==> src/rtl/hba_pkg.sv <==
// Shared types and constants of the heap block allocator.
// No dependencies; every other file imports this package.
`default_nettype none

package hba_pkg;

  // Fixed field widths of the ports
  localparam int REQ_W      = 24;
  localparam int OUT_ADDR_W = 24;
  localparam int LIMIT_W    = 24;
  localparam int FIT_W      = 2;
  localparam int STAT_W     = 2;
  localparam int CFG_IDX_W  = 1;
  localparam int CFG_DATA_W = 24;

  // Defaults for the top-level parameters
  localparam int DEF_MAX_BLOCKS   = 16;
  localparam int DEF_HEADER_BYTES = 32;
  localparam int DEF_ADDR_BITS    = 24;

  // Alignment granule of a request
  localparam int ALIGN_BYTES = 4;

  // Configuration register indexes
  localparam logic [CFG_IDX_W-1:0] CFG_FIT_MODE   = 1'd0;
  localparam logic [CFG_IDX_W-1:0] CFG_HEAP_LIMIT = 1'd1;

  // Fit modes
  localparam logic [FIT_W-1:0] FIT_FIRST = 2'd0;
  localparam logic [FIT_W-1:0] FIT_BEST  = 2'd1;
  localparam logic [FIT_W-1:0] FIT_WORST = 2'd2;
  localparam logic [FIT_W-1:0] FIT_NEXT  = 2'd3;

  // Result status codes
  localparam logic [STAT_W-1:0] ST_OK      = 2'd0;
  localparam logic [STAT_W-1:0] ST_ZERO    = 2'd1;
  localparam logic [STAT_W-1:0] ST_OOM     = 2'd2;
  localparam logic [STAT_W-1:0] ST_BADFREE = 2'd3;

  // Request kinds
  localparam logic KIND_ALLOC = 1'b0;
  localparam logic KIND_FREE  = 1'b1;

  // Selection policy of the candidate chain
  typedef enum logic [2:0] {
    POL_FIRST,
    POL_BEST,
    POL_WORST,
    POL_NEXT,
    POL_FREE
  } pol_t;

  // Table update broadcast to all cells
  typedef enum logic [2:0] {
    OP_HOLD,
    OP_TAKE,
    OP_MARK,
    OP_GROW,
    OP_SPLIT,
    OP_MERGE
  } upd_op_t;

  typedef struct packed {
    pol_t    pol;
    upd_op_t op;
  } cell_ctl_t;

endpackage

`default_nettype wire

==> src/rtl/hba_cell.sv <==
// One table entry of the heap block allocator plus its stage of the
// candidate chain. Depends on hba_pkg.
`default_nettype none

module hba_cell import hba_pkg::*; #(
  parameter int ADDR_BITS    = DEF_ADDR_BITS,
  parameter int HEADER_BYTES = DEF_HEADER_BYTES,
  parameter int IDX_W        = 4,
  parameter int CNT_W        = 5,
  parameter int CELL_IDX     = 0
) (
  input  wire                  clk,
  input  wire                  rst_n,
  input  cell_ctl_t            ctl,
  input  wire [IDX_W-1:0]      op_idx,
  input  wire [IDX_W-1:0]      scan_start,
  input  wire [CNT_W-1:0]      count,
  input  wire [REQ_W:0]        need,
  input  wire [REQ_W-1:0]      free_addr,
  input  wire [ADDR_BITS-1:0]  wr_start,
  input  wire [ADDR_BITS-1:0]  left_start,
  input  wire [ADDR_BITS-1:0]  left_size,
  input  wire [ADDR_BITS-1:0]  right_start,
  input  wire [ADDR_BITS-1:0]  right_size,
  input  wire                  right_free,
  input  wire                  shift_free,
  input  wire                  cand_in_found,
  input  wire [IDX_W-1:0]      cand_in_idx,
  input  wire [ADDR_BITS-1:0]  cand_in_start,
  input  wire [ADDR_BITS-1:0]  cand_in_size,
  output logic [ADDR_BITS-1:0] start,
  output logic [ADDR_BITS-1:0] size,
  output logic                 free,
  output logic                 cand_out_found,
  output logic [IDX_W-1:0]     cand_out_idx,
  output logic [ADDR_BITS-1:0] cand_out_start,
  output logic [ADDR_BITS-1:0] cand_out_size
);

  localparam int CMP_W = ((ADDR_BITS > REQ_W + 1) ? ADDR_BITS : REQ_W + 1) + 3;
  localparam logic [CMP_W-1:0] HDR = CMP_W'(HEADER_BYTES);
  localparam logic [CNT_W-1:0] MY  = CNT_W'(CELL_IDX);

  logic [ADDR_BITS-1:0] start_r, start_nxt;
  logic [ADDR_BITS-1:0] size_r, size_nxt;
  logic                 free_r, free_nxt;
  logic                 found_r, found_nxt;
  logic [IDX_W-1:0]     cidx_r, cidx_nxt;
  logic [ADDR_BITS-1:0] cstart_r, cstart_nxt;
  logic [ADDR_BITS-1:0] csize_r, csize_nxt;

  logic             valid;
  logic             fit;
  logic             hit;
  logic             elig;
  logic             take;
  logic             in_high;
  logic             me_high;
  logic [CNT_W-1:0] idx_e;
  logic [CMP_W-1:0] split_start;
  logic [CMP_W-1:0] split_size;
  logic [CMP_W-1:0] merge_size;

  assign valid   = MY < count;
  assign fit     = valid && free_r && (CMP_W'(size_r) >= CMP_W'(need));
  assign hit     = valid && !free_r && ((CMP_W'(start_r) + HDR) == CMP_W'(free_addr));
  assign elig    = (ctl.pol == POL_FREE) ? hit : fit;
  assign in_high = cand_in_idx >= scan_start;
  assign me_high = IDX_W'(CELL_IDX) >= scan_start;

  // Decide whether this entry replaces the candidate from the left
  always_comb begin
    case (ctl.pol)
      POL_BEST:  take = elig && (!cand_in_found || (size_r < cand_in_size));
      POL_WORST: take = elig && (!cand_in_found || (size_r > cand_in_size));
      POL_NEXT:  take = elig && (!cand_in_found || (!in_high && me_high));
      default:   take = elig && !cand_in_found;
    endcase
  end

  // Advance the candidate chain
  always_comb begin
    if (take) begin
      found_nxt  = 1'b1;
      cidx_nxt   = IDX_W'(CELL_IDX);
      cstart_nxt = start_r;
      csize_nxt  = size_r;
    end else begin
      found_nxt  = cand_in_found;
      cidx_nxt   = cand_in_idx;
      cstart_nxt = cand_in_start;
      csize_nxt  = cand_in_size;
    end
  end

  assign idx_e       = CNT_W'(op_idx);
  assign split_start = CMP_W'(left_start) + HDR + CMP_W'(need);
  assign split_size  = CMP_W'(left_size) - CMP_W'(need) - HDR;
  assign merge_size  = CMP_W'(size_r) + HDR + CMP_W'(right_size);

  // Apply the broadcast table update
  always_comb begin
    start_nxt = start_r;
    size_nxt  = size_r;
    free_nxt  = free_r;
    case (ctl.op)
      OP_TAKE: begin
        if (MY == idx_e) free_nxt = 1'b0;
      end
      OP_MARK: begin
        if (MY == idx_e) free_nxt = 1'b1;
      end
      OP_GROW: begin
        if (MY == idx_e) begin
          start_nxt = wr_start;
          size_nxt  = ADDR_BITS'(need);
          free_nxt  = 1'b0;
        end
      end
      OP_SPLIT: begin
        if (MY == idx_e) begin
          size_nxt = ADDR_BITS'(need);
          free_nxt = 1'b0;
        end else if (MY == idx_e + CNT_W'(1)) begin
          start_nxt = split_start[ADDR_BITS-1:0];
          size_nxt  = split_size[ADDR_BITS-1:0];
          free_nxt  = 1'b1;
        end else if (MY > idx_e + CNT_W'(1)) begin
          start_nxt = left_start;
          size_nxt  = left_size;
          free_nxt  = shift_free;
        end
      end
      OP_MERGE: begin
        if (MY == idx_e) begin
          size_nxt = merge_size[ADDR_BITS-1:0];
        end else if (MY > idx_e) begin
          start_nxt = right_start;
          size_nxt  = right_size;
          free_nxt  = right_free;
        end
      end
      default: begin
      end
    endcase
  end

  always_ff @(posedge clk) begin
    if (!rst_n) begin
      start_r <= '0;
      size_r  <= '0;
      free_r  <= 1'b0;
      found_r <= 1'b0;
    end else begin
      start_r <= start_nxt;
      size_r  <= size_nxt;
      free_r  <= free_nxt;
      found_r <= found_nxt;
    end
  end

  always_ff @(posedge clk) begin
    cidx_r   <= cidx_nxt;
    cstart_r <= cstart_nxt;
    csize_r  <= csize_nxt;
  end

  assign start          = start_r;
  assign size           = size_r;
  assign free           = free_r;
  assign cand_out_found = found_r;
  assign cand_out_idx   = cidx_r;
  assign cand_out_start = cstart_r;
  assign cand_out_size  = csize_r;

endmodule

`default_nettype wire

==> config.mk <==
export PLATFORM = sky130hd
export DESIGN_NAME = hba_cell
export DESIGN_NICKNAME = d
export VERILOG_FILES = /design/src/rtl/hba_pkg.sv /design/src/rtl/hba_cell.sv
export SDC_FILE = /design/constraint.sdc
export NUM_CORES = 1
export LEC_CHECK = 0
export BUFFER_PORTS_ARGS = -buffer_cell sky130_fd_sc_hd__buf_2
export CAP_MARGIN = 25
export CORE_MARGIN = 2
export CORE_UTILIZATION = 29
export DETAILED_ROUTE_END_ITERATION = 12
export HOLD_SLACK_MARGIN = 0.05
export PLACE_DENSITY = 0.5
export SLEW_MARGIN = 20
export SYNTH_ARGS = -nofsm -noshare
export SYNTH_HDL_FRONTEND = slang
export SYNTH_SLANG_ARGS = --single-unit
==> constraint.sdc <==
create_clock -name clk -period 7.1 [get_ports clk]
set_input_delay 1.065 -clock clk [delete_from_list [all_inputs] [get_ports clk]]
set_output_delay 1.065 -clock clk [all_outputs]
set_load 0.01 [all_outputs]
* After elaboration in Yosys (flattened, before gate mapping)
Cells that the tools add are included.
** Cells by class
- Add/sub/neg operators :: 8
- Shift-type cells :: 0
- Div/mod/pow operators :: 0
- Mux-type cells :: 27
- Eq/ne operators :: 19
- Reduce and logical (&&, ||, !) cells :: 23
- $lt $le $gt $ge :: 8
- Bitwise operators :: 0
- Multiply operators :: 0
** Operator list (number)
- 24-bit 2-to-1 mux :: 14
- 24-bit one-hot mux with 3 select lines :: 2
- 24-bit adder :: 2
- 24-bit by 6-bit adder with 24-bit output, second input constant :: 2
- 24-bit by 6-bit adder with 25-bit output, second input constant :: 1
- 25-bit by 24-bit == test with 1-bit output :: 1
- 24-bit by 25-bit greater-or-equal comparator with 1-bit output :: 1
- 24-bit > comparator :: 1
- 24-bit less-than comparator :: 1
- 24-bit subtractor :: 1
- 24-bit by 7-bit subtractor with 24-bit output, second input constant :: 1
- 3-bit by 2-bit == test with 1-bit output, second input constant :: 4
- 6-bit AND reduction :: 2
- 5-bit zero test :: 2
- 2-bit inequality test, second input constant :: 5
- 3-bit == test, second input constant :: 3
- 1-bit logical AND :: 9
- 1-bit 2-to-1 mux :: 9
- 3-bit by 1-bit == test with 1-bit output, second input constant :: 2
- 3-bit inequality test, second input constant :: 2
- 4-bit by 1-bit adder with 5-bit output, second input constant :: 1
- 1-bit by 5-bit > comparator with 1-bit output, first input constant :: 1
- 1-bit by 5-bit less-than comparator with 1-bit output, first input constant :: 1
- 1-bit by 4-bit greater-or-equal comparator with 1-bit output, first input constant :: 1
- other kinds (12) :: 16
** Word-level totals
- Bits in registers :: 102
- Input port bits :: 245
- Bits in writable memories :: 0
- Output and inout bits :: 102
- Word-level logic and storage cells :: 92
- Latch bits :: 0
- Memories :: 0
- Bits in read-only memories :: 0

* Depth between registers and ports, before layout
Gate-level depths: netlist of the first run.
- Word-level depth :: 7
- Mapped depth :: 14
- Mapped depth without buffers :: 14

* Worst setup path after synthesis of the first run
No wires, ideal clock.
- Path type :: input port to flip-flop
- Start point :: in need[1]
- End point :: reg size_r[23] (netlist: size[23])
- Path slack :: 3.195 ns
- Cell stages on the path :: 13
- Arrival time :: 3.786 ns
- Path buffers :: 0
- Library setup time :: 0.119 ns
- Required time :: 6.981 ns
- Path through :: inv_1 ha_1 ha_1 fa_1 a211oi_1 o21ai_0 a21bo_2 and4_1 a221oi_1 o21ai_0 xnor2_1 nor2_1 o221a_2
** Between the ends
- Word-level cells in the longest chain between the ends :: 5
** RTL lines
- start: declaration :: RTL line hba_cell.sv:18 : input wire [REQ_W:0] need,
- 24-bit subtractor :: RTL line hba_cell.sv:98 : assign split_size = CMP_W'(left_size) - CMP_W'(need) - HDR;
- 24-bit by 7-bit subtractor with 24-bit output :: RTL line hba_cell.sv:98
- 24-bit 2-to-1 mux :: RTL line hba_cell.sv:124 : end else if (MY == idx_e + CNT_W'(1)) begin
- 24-bit 2-to-1 mux :: RTL line hba_cell.sv:121 : if (MY == idx_e) begin
- 24-bit one-hot mux with 3 select lines :: RTL line hba_cell.sv:106 : case (ctl.op)
- end signal: assignment :: RTL line hba_cell.sv:156 : size_r <= size_nxt;
- end: declaration :: RTL line hba_cell.sv:45 : logic [ADDR_BITS-1:0] size_r, size_nxt;
No other way between the ends.
A chain may end at the register's enable or synchronous reset.

* Worst setup path after layout of the first run
Ends and elaborated chain as after synthesis.

==> run_results.csv, run 1 <==
group,metric,value,unit
layout,area_delta_synth_final,23.84,%
die,io_pins,347,
global_route,antenna_found_initial,6,
sta,drv_slew,0,
place,io_buffers,345,
run_status,status,"complete, no violations",
synthesis,synthCells,1404,
die,fp.dieArea,40230,sq um
layout,final_cell_count_no_fill,2256,
layout,fillers,4146,
synthesis,synthTopCellsByArea,"ha_1, dfxtp_1, mux2_4",
synthesis,synthArstFlopShare,0,%
synthesis,synthDistinctLibCells,69,
sta,hold_violations,0,
route,wirelength,45050,microns
sta,skew,0.01569,ns
synthesis,ys_ff_latch,102,
global_route,busiest_layer,"met2",
global_route,grt_max_degree,50,
synthesis,synth_most_common_cell,"ha_1",
die,initial_core_util,29.20,%
sta,fmax,231.3,MHz
worst_setup_path,worstSetupPathType,"in2reg",
route,postRouteAntennaNets,0,
global_route,grt_pass1_wl,66920,microns
cts,cts_tree,"built",
power_and_ir_drop,p_per_area,132.2,nW/um^2
cts,cts.sinks,102,
synthesis,yosysWarnings,0,
layout,multi_input_area,8461,sq um
cts,numCtsBuffers,9,
route,drtIter0Drc,732,
synthesis,yosysSeqAreaShare,18.22,%
sta,maxSlewHeadroom,31.48,%
global_route,track_usage,21.79,%
worst_setup_path,crit_fanout,3,
die,die_height,200.6,microns
sta,period_minus_slack,4.324,ns
route,drc,0,
die,core-area,38380,sq um
cts,clockBufferDepth,2,
layout,final_cell_area,13880,sq um
synthesis,synth_top_area_cell,"ha_1",
place,dp_hpwl,37380,microns
synthesis,netlist_area,11210,sq um
worst_setup_path,startpoint,"need[1]",
sta,rsz0062_at_grt,"no",
sta,setup-violations-final,0,
worst_hold_path,hp-class,"reg2reg",
synthesis,synth_common_cells,"ha_1, inv_1, a21oi_1",
die,num_rows,72,
global_route,use_met3,2.890,%
worst_setup_path,r2r_start,"start[5]$_SDFFE_PN0P_",
sta,worstMarginPinSlew,1.024,ns
route,wire_per_inst,19.97,microns
synthesis,synth_ff_type,"dfxtp_1",
place,dpl-instance-area,13530,sq um
cts,cts_root_buf,"clkbuf_16",
power_and_ir_drop,leakagePower,7.070,nW
cts,post_cts_buffers,0,
worst_setup_path,cp-start-kind,"primary input",
cts,cts.htree.levels,3,
layout,drive_gt1_share,25.16,%
cts,clock_latency,0.37,ns
worst_setup_path,cp_data_required_time,7.35,ns
worst_hold_path,hp-start,"start[3]$_SDFFE_PN0P_",
synthesis,synth-edff-count,0,
route,dr.pass1.iters,6,
place,gp_congestion,0.8957,
global_route,met1_usage,30.16,%
place,placed_cells,2233,
synthesis,syn_nets,1842,
run,drv_cap,0,
worst_setup_path,end_kind,"flop",
worst_setup_path,arrival,4.57,ns
cts,cts_resized,0,
synthesis,synth_area_per_cell,7.981,sq um
route,num_vias,11630,
sta,period_share,60.90,%
cts,path_clk_slew,0.08,ns
synthesis,yosys.area.top_type_share,21.21,%
sta,hold_ws,0.5215,ns
global_route,grt_pass1_vias,11000,
power_and_ir_drop,vdd_ir_drop_max,105.0,uV
cts,ctsHoldBuffers,0,
sta,setup_tns,0,ns
route,vias_per_cell,5.153,
layout,finalNetCount,2166,
global_route,grt_overflow,0,
layout,regArea,2042,sq um
global_route,grtUsageMet2,35.59,%
die,die_w,200.6,microns
-- layout by cell type (no fill, tap or decap), drive strengths merged, types with 7 or more instances in the layout --
cell,count
o21bai,7
clkbuf,11
nand4,24
and3,8
nand2,116
mux2,47
a222oi,12
xnor2,47
dfxtp,102
a211oi,20
o31ai,9
o21a,12
a221oi,11
xor2,31
a31oi,21
nand2b,11
ha,190
inv,132
buf,363
nor2,82
nor2b,17
o211ai,31
o21ai,112
a21oi,126
and2,8
a21o,37
nor3,21
or3,8
nand3,21
-- cell families (layout without fill, tap and decap cells) --
kind of cell | Yosys count | in the layout | synth area share (%)
AND/OR/NAND/NOR | 341 | 341 | 14.43
XOR/XNOR | 78 | 78 | 6.096
adder cells (fa/ha/maj) | 193 | 193 | 21.75
other | 0 | 5 | 0
buffers and inverters | 181 | 510 | 6.420
multiplexers | 53 | 53 | 6.733
AO/OA/AOI/OAI | 456 | 456 | 26.35
flip-flops | 102 | 102 | 18.22
-- stage by stage --
| stage | setup WS, ns | util [%] | power (mW) |
|---|---|---|---|
| after floorplan | 3.195 | - | 1.060 |
| after global placement | 2.403 | 35.12 | 1.298 |
| after detailed placement | 2.395 | 35.27 | 1.305 |
| after CTS | 2.777 | 36.05 | 1.854 |
| after global routing | 2.576 | 36.14 | 1.961 |
| final | 2.776 | 36.16 | 1.835 |
-- path summary, 6_finish.rpt --
path | end | depth (start not counted) | slack [ns]
min reg2reg | start[3]$_SDFFE_PN0P_ | 2 | 0.52
max | size[23]$_SDFFE_PN0P_ | 14 | 2.78
max reg2reg | cand_out_start[8]$_DFF_P_ | 11 | 3.36
min | start[3]$_SDFFE_PN0P_ | 2 | 0.52
-- final cells by class --
cell class	instances	share of cell area (%)
antenna	5	0.09016
clock buffer	11	1.749
clock inverter	5	0.4147
inverter	131	3.543
multi-input combinational	1121	60.97
sequential	102	14.71
tap	518	4.670
timing repair buffer	363	13.85
-- registers in the layout, indices dropped and copies added (netlist names) --
name,count
cand_out_found,1
cand_out_idx,4
cand_out_size,24
cand_out_start,24
free,1
size,24
start,24
-- layer usage --
metal  wire length, microns  part of all wire, %  vias to the layer above
li1                       -                    -                     5821
met1                  21590                   48                     5408
met2                  20500                   46                      336
met3                   2019                  4.5                       52
met4                    898                  2.0                        8
met5                     46                 0.10                        -
-- power by group --
group | switching (mW) | leakage (nW) | internal [mW] | total (mW)
clock | 0.255 | 0.150 | 0.285 | 0.540
sequential | 0.0205 | 0.843 | 0.594 | 0.614
combinational | 0.383 | 6.08 | 0.298 | 0.680
total | 0.658 | 7.07 | 1.18 | 1.84
-- worst max-delay path, cell delays in order --
cell and delay [ns]:
buf_2 0.13, inv_1 0.11, ha_1 0.31, ha_1 0.24
fa_1 0.43, a211oi_1 0.33, o21ai_0 0.20, a21bo_2 0.28
and4_1 0.17, a221oi_1 0.55, o21ai_0 0.25, xnor2_1 0.19
nor2_1 0.05, o221a_2 0.25
Note: power is estimated with default switching activity, not from simulation.
==> run 2, diff against run 1 <==
--- a/config.mk
+++ b/config.mk
@@ -11,7 +11,7 @@
 export CORE_UTILIZATION = 29
 export DETAILED_ROUTE_END_ITERATION = 12
 export HOLD_SLACK_MARGIN = 0.05
-export PLACE_DENSITY = 0.5
+export PLACE_DENSITY = 0.52
 export SLEW_MARGIN = 20
 export SYNTH_ARGS = -nofsm -noshare
 export SYNTH_HDL_FRONTEND = slang
==> constraint.sdc (replaced) <==
create_clock -name clk -period 3.5 [get_ports clk]
set_input_delay 0.525 -clock clk [delete_from_list [all_inputs] [get_ports clk]]
set_output_delay 0.525 -clock clk [all_outputs]
set_load 0.01 [all_outputs]
==> run 2 against run 1 <==
Clock skew is 0.0029 ns higher. Worst hold slack got worse by 0.15 ns. Highest routed layer unchanged. Die area is the same. Global-route usage up 0.91 points. Largest cell class unchanged. Clock-buffer cell count down 2.
==> run_results.csv, run 2 (same netlist as run 1, synthesis figures left out) <==
group,metric,value,unit
run_status,status,"complete, no violations",
cts,cts_root_buf,"clkbuf_16",
worst_setup_path,cp_data_required_time,3.77,ns
sta,period_share,96.68,%
die,core-area,38380,sq um
global_route,antenna_found_initial,4,
sta,setup-violations-final,0,
global_route,grt_max_degree,51,
die,io_pins,347,
layout,fillers,4099,
worst_setup_path,arrival,3.66,ns
route,drtIter0Drc,875,
worst_hold_path,hp-class,"in2reg",
worst_setup_path,crit_fanout,3,
cts,path_clk_slew,0.09,ns
worst_setup_path,crit_end,"size[23]$_SDFFE_PN0P_",
sta,rsz0062_at_grt,"no",
layout,finalNetCount,2270,
power_and_ir_drop,leakagePower,7.578,nW
worst_setup_path,r2r_start,"size[5]$_SDFFE_PN0P_",
cts,cts.sinks,102,
place,dp_worst_setup_slack,-0.2266,ns
run,drv_cap,0,
place,io_buffers,345,
cts,post_cts_buffers,0,
route,dr.pass1.iters,8,
layout,final_cell_mix,"buf_2, ha_1, inv_1",
sta,maxSlewHeadroom,45.88,%
layout,area_delta_synth_final,30.81,%
worst_hold_path,min_path_cells,2,
cts,numCtsBuffers,9,
global_route,grt_overflow,0,
route,drc,0,
route,wire_per_inst,19.90,microns
die,fp.dieArea,40230,sq um
worst_setup_path,rr_endpoint,"size[23]$_SDFFE_PN0P_",
sta,drv_slew,0,
die,num_rows,72,
cts,cts_tree,"built",
sta,skew,0.01861,ns
place,gp_congestion,0.9203,
worst_setup_path,cp-start-kind,"flop",
global_route,track_usage,22.71,%
global_route,grt_pass1_wl,69610,microns
power_and_ir_drop,vdd_ir_drop_max,209.8,uV
route,vias_per_cell,5.151,
worst_setup_path,worstSetupPathType,"reg2reg",
worst_setup_path,end_kind,"flop",
sta,worstMarginPinSlew,0.8118,ns
die,die_w,200.6,microns
global_route,grt_pass1_vias,11770,
cts,cts.htree.levels,3,
sta,fmax,295.5,MHz
die,initial_core_util,29.20,%
place,dp_hpwl,39280,microns
die,die_height,200.6,microns
sta,period_minus_slack,3.384,ns
layout,mostFrequentLayoutCell,"buf_2",
worst_setup_path,startpoint,"size[5]$_SDFFE_PN0P_",
worst_setup_path,reg2reg_slack,0.12,ns
layout,drive_gt1_share,29.72,%
sta,setup_slack,0.1164,ns
route,num_vias,12140,
worst_setup_path,r2r.worst_path.cells,13,
route,postRouteAntennaNets,0,
cts,clock_latency,0.38,ns
cts,clockBufferDepth,2,
cts,ctsHoldBuffers,0,
sta,hold_violations,0,
power_and_ir_drop,finalPower,3.806,mW
route,wirelength,46870,microns
power_and_ir_drop,p_per_area,259.6,nW/um^2
run 2: cell types whose count changed in the layout (fill, tap and decap cells not counted), sizes merged:
cell      previous run  this run
diode                5         1
inv                132       133
buf                363       467
clkinvlp             0         3
clkbuf              11         9
clkinv               3         2
bufinv               1         0
run 2: timing repair:
action / in CTS / in global routing
resized for setup: 0 / 7
setup endpoints to repair: 0 / 50
endpoints found under the hold margin: 0 / 0
run 2: worst min path at each step:
stage / start / end / slack (ns)
6_report: cand_in_start[22] / cand_out_start[22]$_DFF_P_ / 0.37
5_1_grt: cand_in_start[5] / cand_out_start[5]$_DFF_P_ / 0.37
4_1_cts: cand_in_start[22] / cand_out_start[22]$_DFF_P_ / 0.36
3_3_place_gp: start[3]$_SDFFE_PN0P_ / start[3]$_SDFFE_PN0P_ / 0.51
2_1_floorplan: start[3]$_SDFFE_PN0P_ / start[3]$_SDFFE_PN0P_ / 0.51
3_5_place_dp: start[3]$_SDFFE_PN0P_ / start[3]$_SDFFE_PN0P_ / 0.52
run 2: power breakdown:
group	internal, mW	switching [mW]
clock	0.492	0.545
combinational	0.702	0.835
sequential	1.20	0.0274
total	2.40	1.41
run 2: final cells by class:
| class | instances | area, sq um | share of cell area (%) |
|---|---|---|---|
| Clock inverter | 7 | 56.30 | 0.3841 |
| Inverter | 131 | 491.7 | 3.355 |
| Timing Repair Buffer | 467 | 2713 | 18.51 |
| Tap cell | 518 | 648.1 | 4.422 |
| Clock buffer | 9 | 225.2 | 1.536 |
| Antenna cell | 1 | 2.502 | 0.01707 |
| Sequential cell | 102 | 2043 | 13.94 |
| Multi-Input combinational cell | 1121 | 8478 | 57.84 |
run 2: per-stage QoR:
stage                     utilization (%)  std cells  TNS, ns  area [sq um]  hold slack (ns)
after floorplan                         -       1404        0         11210           0.5106
after global placement              37.34       2338   -1.228         14330           0.5112
after detailed placement            37.34       2338   -1.633         14330           0.5223
after CTS                           38.07       2354        0         14610           0.3579
after global routing                38.19       2356        0         14660           0.3660
final                               38.19       2356        0         14660           0.3677
run 2: critical path, stage by stage, from the launching register on:
cell and delay [ns]:
dfxtp_1 0.34, inv_1 0.14, ha_1 0.32, inv_1 0.04
ha_1 0.30, a2111o_1 0.42, a311o_1 0.35, and4b_1 0.24
nor2_1 0.22, o221a_2 0.28, o31ai_1 0.11, xnor2_1 0.19
o211ai_1 0.10, o221a_2 0.24
run 2: per-layer routing:
metal / vias up / track usage (%) / wire length, microns
li1: 6031 / - / -
met4: 4 / 6.402 / 994
met3: 48 / 3.052 / 2522
met5: - / 0 / 25
met1: 5619 / 31.36 / 22170
met2: 433 / 36.93 / 21160
==> run 3, diff against run 2 <==
--- a/config.mk
+++ b/config.mk
@@ -7,11 +7,13 @@
 export LEC_CHECK = 0
 export BUFFER_PORTS_ARGS = -buffer_cell sky130_fd_sc_hd__buf_2
 export CAP_MARGIN = 25
+export CORE_ASPECT_RATIO = 1.2
 export CORE_MARGIN = 2
 export CORE_UTILIZATION = 29
 export DETAILED_ROUTE_END_ITERATION = 12
 export HOLD_SLACK_MARGIN = 0.05
 export PLACE_DENSITY = 0.52
+export SETUP_SLACK_MARGIN = 0.5
 export SLEW_MARGIN = 20
 export SYNTH_ARGS = -nofsm -noshare
 export SYNTH_HDL_FRONTEND = slang
==> run 3 against run 2 <==
Flip-flop and latch count unchanged. Worst hold slack got worse by 0.018 ns. Via count up 0.99%. Die area barely moved. Clock power increased by 13%. Sequential power about the same. Clock skew down 0.0055 ns. Critical path depth decreased by 2. Cell area increased by 2.9%. Global-route usage fell by 0.15 points. Largest cell class unchanged. Sequential share of layout area down 0.13 points. First-iteration DRC count shrank 19%. Largest power group unchanged.
==> run_results.csv, run 3 (same netlist as run 1, synthesis figures left out) <==
group,metric,value,unit
sta,period_minus_slack,3.193,ns
power_and_ir_drop,leakagePower,7.605,nW
worst_hold_path,min_to,"cand_out_start[22]$_DFF_P_",
worst_setup_path,rr_endpoint,"cand_out_size[14]$_DFF_P_",
sta,period_share,91.24,%
sta,skew,0.01315,ns
cts,numCtsBuffers,9,
global_route,grt_max_degree,51,
die,die_w,183.4,microns
worst_setup_path,arrival,3.47,ns
layout,finalNetCount,2255,
worst_hold_path,hp-start,"cand_in_start[22]",
sta,rsz0062_at_grt,"yes",
sta,drv_slew,0,
route,postRouteAntennaNets,0,
sta,fmax,313.1,MHz
die,num_rows,78,
cts,ctsHoldBuffers,0,
layout,regArea,2082,sq um
sta,setup-violations-final,0,
worst_setup_path,end_kind,"flop",
place,io_buffers,345,
cts,cts_root_buf,"clkbuf_16",
worst_setup_path,cp_data_required_time,3.78,ns
power_and_ir_drop,finalPower,3.987,mW
global_route,grt_pass1_vias,11720,
worst_setup_path,r2r_start,"start[5]$_SDFFE_PN0P_",
power_and_ir_drop,p_per_area,264.4,nW/um^2
cts,cts.sinks,102,
worst_setup_path,cp-start-kind,"flop",
route,wire_per_inst,20.62,microns
worst_hold_path,min_path_cells,2,
place,gp_congestion,0.9049,
layout,mostFrequentLayoutCell,"buf_2",
worst_setup_path,cpPeakStageDelay,0.60,ns
global_route,grt_pass1_wl,68310,microns
route,wirelength,47680,microns
layout,area_delta_synth_final,34.58,%
global_route,antenna_found_initial,16,
die,core-area,37960,sq um
global_route,grt_overflow,0,
layout,final_cell_mix,"buf_2, ha_1, inv_1",
run_status,status,"complete, no violations",
cts,clockBufferDepth,2,
worst_hold_path,hp-class,"in2reg",
route,num_vias,12260,
worst_setup_path,worstPathCellList,"buf_4, nand3_1, xnor2_1, nor4_4, nand4_1, or4_4, o41ai_4, o211ai_4, buf_6, buf_12, mux2_4",
sta,setup_slack,0.3066,ns
worst_setup_path,worstSetupPathType,"reg2reg",
die,io_pins,347,
sta,hold_violations,0,
worst_setup_path,reg2reg_slack,0.31,ns
global_route,track_usage,22.56,%
cts,cts_tree,"built",
route,dr.pass1.iters,7,
worst_setup_path,crit_fanout,14,
die,fp.dieArea,40240,sq um
route,drc,0,
route,drtIter0Drc,706,
cts,clock_latency,0.38,ns
die,die_height,219.3,microns
layout,final_core_utilization,39.72,%
layout,multi_input_area,8926,sq um
route,vias_per_cell,5.301,
sta,maxSlewHeadroom,34.21,%
die,initial_core_util,29.52,%
sta,worstMarginPinSlew,0.9833,ns
cts,cts.htree.levels,3,
run,drv_cap,0,
place,dp_hpwl,38870,microns
layout,drive_gt1_share,33.48,%
power_and_ir_drop,vdd_ir_drop_max,302.9,uV
worst_setup_path,cp_slowest_cell,"or4_4",
worst_setup_path,r2r.worst_path.cells,11,
layout,fillers,3979,
cts,path_clk_slew,0.08,ns
place,dp_worst_setup_slack,-0.08019,ns
==> run 3: how the worst max path moves through the flow <==
| stage | cells after the start | to | startpoint |
|---|---|---|---|
| CTS | 10 | cand_out_size[14]$_DFF_P_ | start[5]$_SDFFE_PN0P_ |
| finish | 11 | cand_out_size[14]$_DFF_P_ | start[5]$_SDFFE_PN0P_ |
| global placement | 14 | start[15]$_SDFFE_PN0P_ | need[1] |
| floorplan | 13 | size[23]$_SDFFE_PN0P_ | right_size[5] |
| detailed placement | 14 | start[15]$_SDFFE_PN0P_ | need[1] |
| global route | 12 | cand_out_start[23]$_DFF_P_ | start[12]$_SDFFE_PN0P_ |
==> run 3: area by class of cell <==
cell class,instances,share of cell area (%)
Clock inverter,7,0.6886
Antenna cell,10,0.1659
Sequential cell,102,13.81
Multi-Input combinational cell,1121,59.19
Inverter,131,3.261
Timing Repair Buffer,452,17.41
Clock buffer,9,1.493
Tap cell,480,3.982
==> run 3: what timing repair did <==
item,in CTS,in global routing
endpoints found under the setup margin,61,69
gates resized for setup,27,77
cloned,0,4
pin swaps,22,35
buffers inserted,2,21
==> run 3: critical path, delay by kind of cell (launching register included) <==
family | cells | cell delay [ns]
AND/OR/NAND/NOR | 4 | 1.20
AO/OA/AOI/OAI | 2 | 0.57
XOR/XNOR | 1 | 0.17
multiplexers | 1 | 0.30
buffers and inverters | 3 | 0.46
flip-flops | 1 | 0.38
==> run 3: through the flow <==
stage                     std cells  hold slack, ns  setup TNS (ns)  cell area (sq um)
final                          2312          0.3497               0              15080
after global routing           2312          0.3516               0              15080
after CTS                      2277          0.3356               0              14510
after detailed placement       2259          0.5089         -0.1407              14060
after global placement         2259          0.5142        -0.05623              14060
after floorplan                1404          0.5106               0              11350
==> run 3: layer usage <==
metal	track usage [%]	vias to the layer above	routed length (microns)
met1	26.45	5762	19390
met2	39.11	389	23350
met4	11.28	12	2078
li1	-	5992	-
met5	0	-	82
met3	4.331	100	2769
==> run 3: report_power, final <==
part,total [mW],switching [mW],internal (mW),leakage [nW]
logic,1.58,0.866,0.712,6.59
registers,1.23,0.0256,1.20,0.854
clock network,1.18,0.544,0.640,0.163
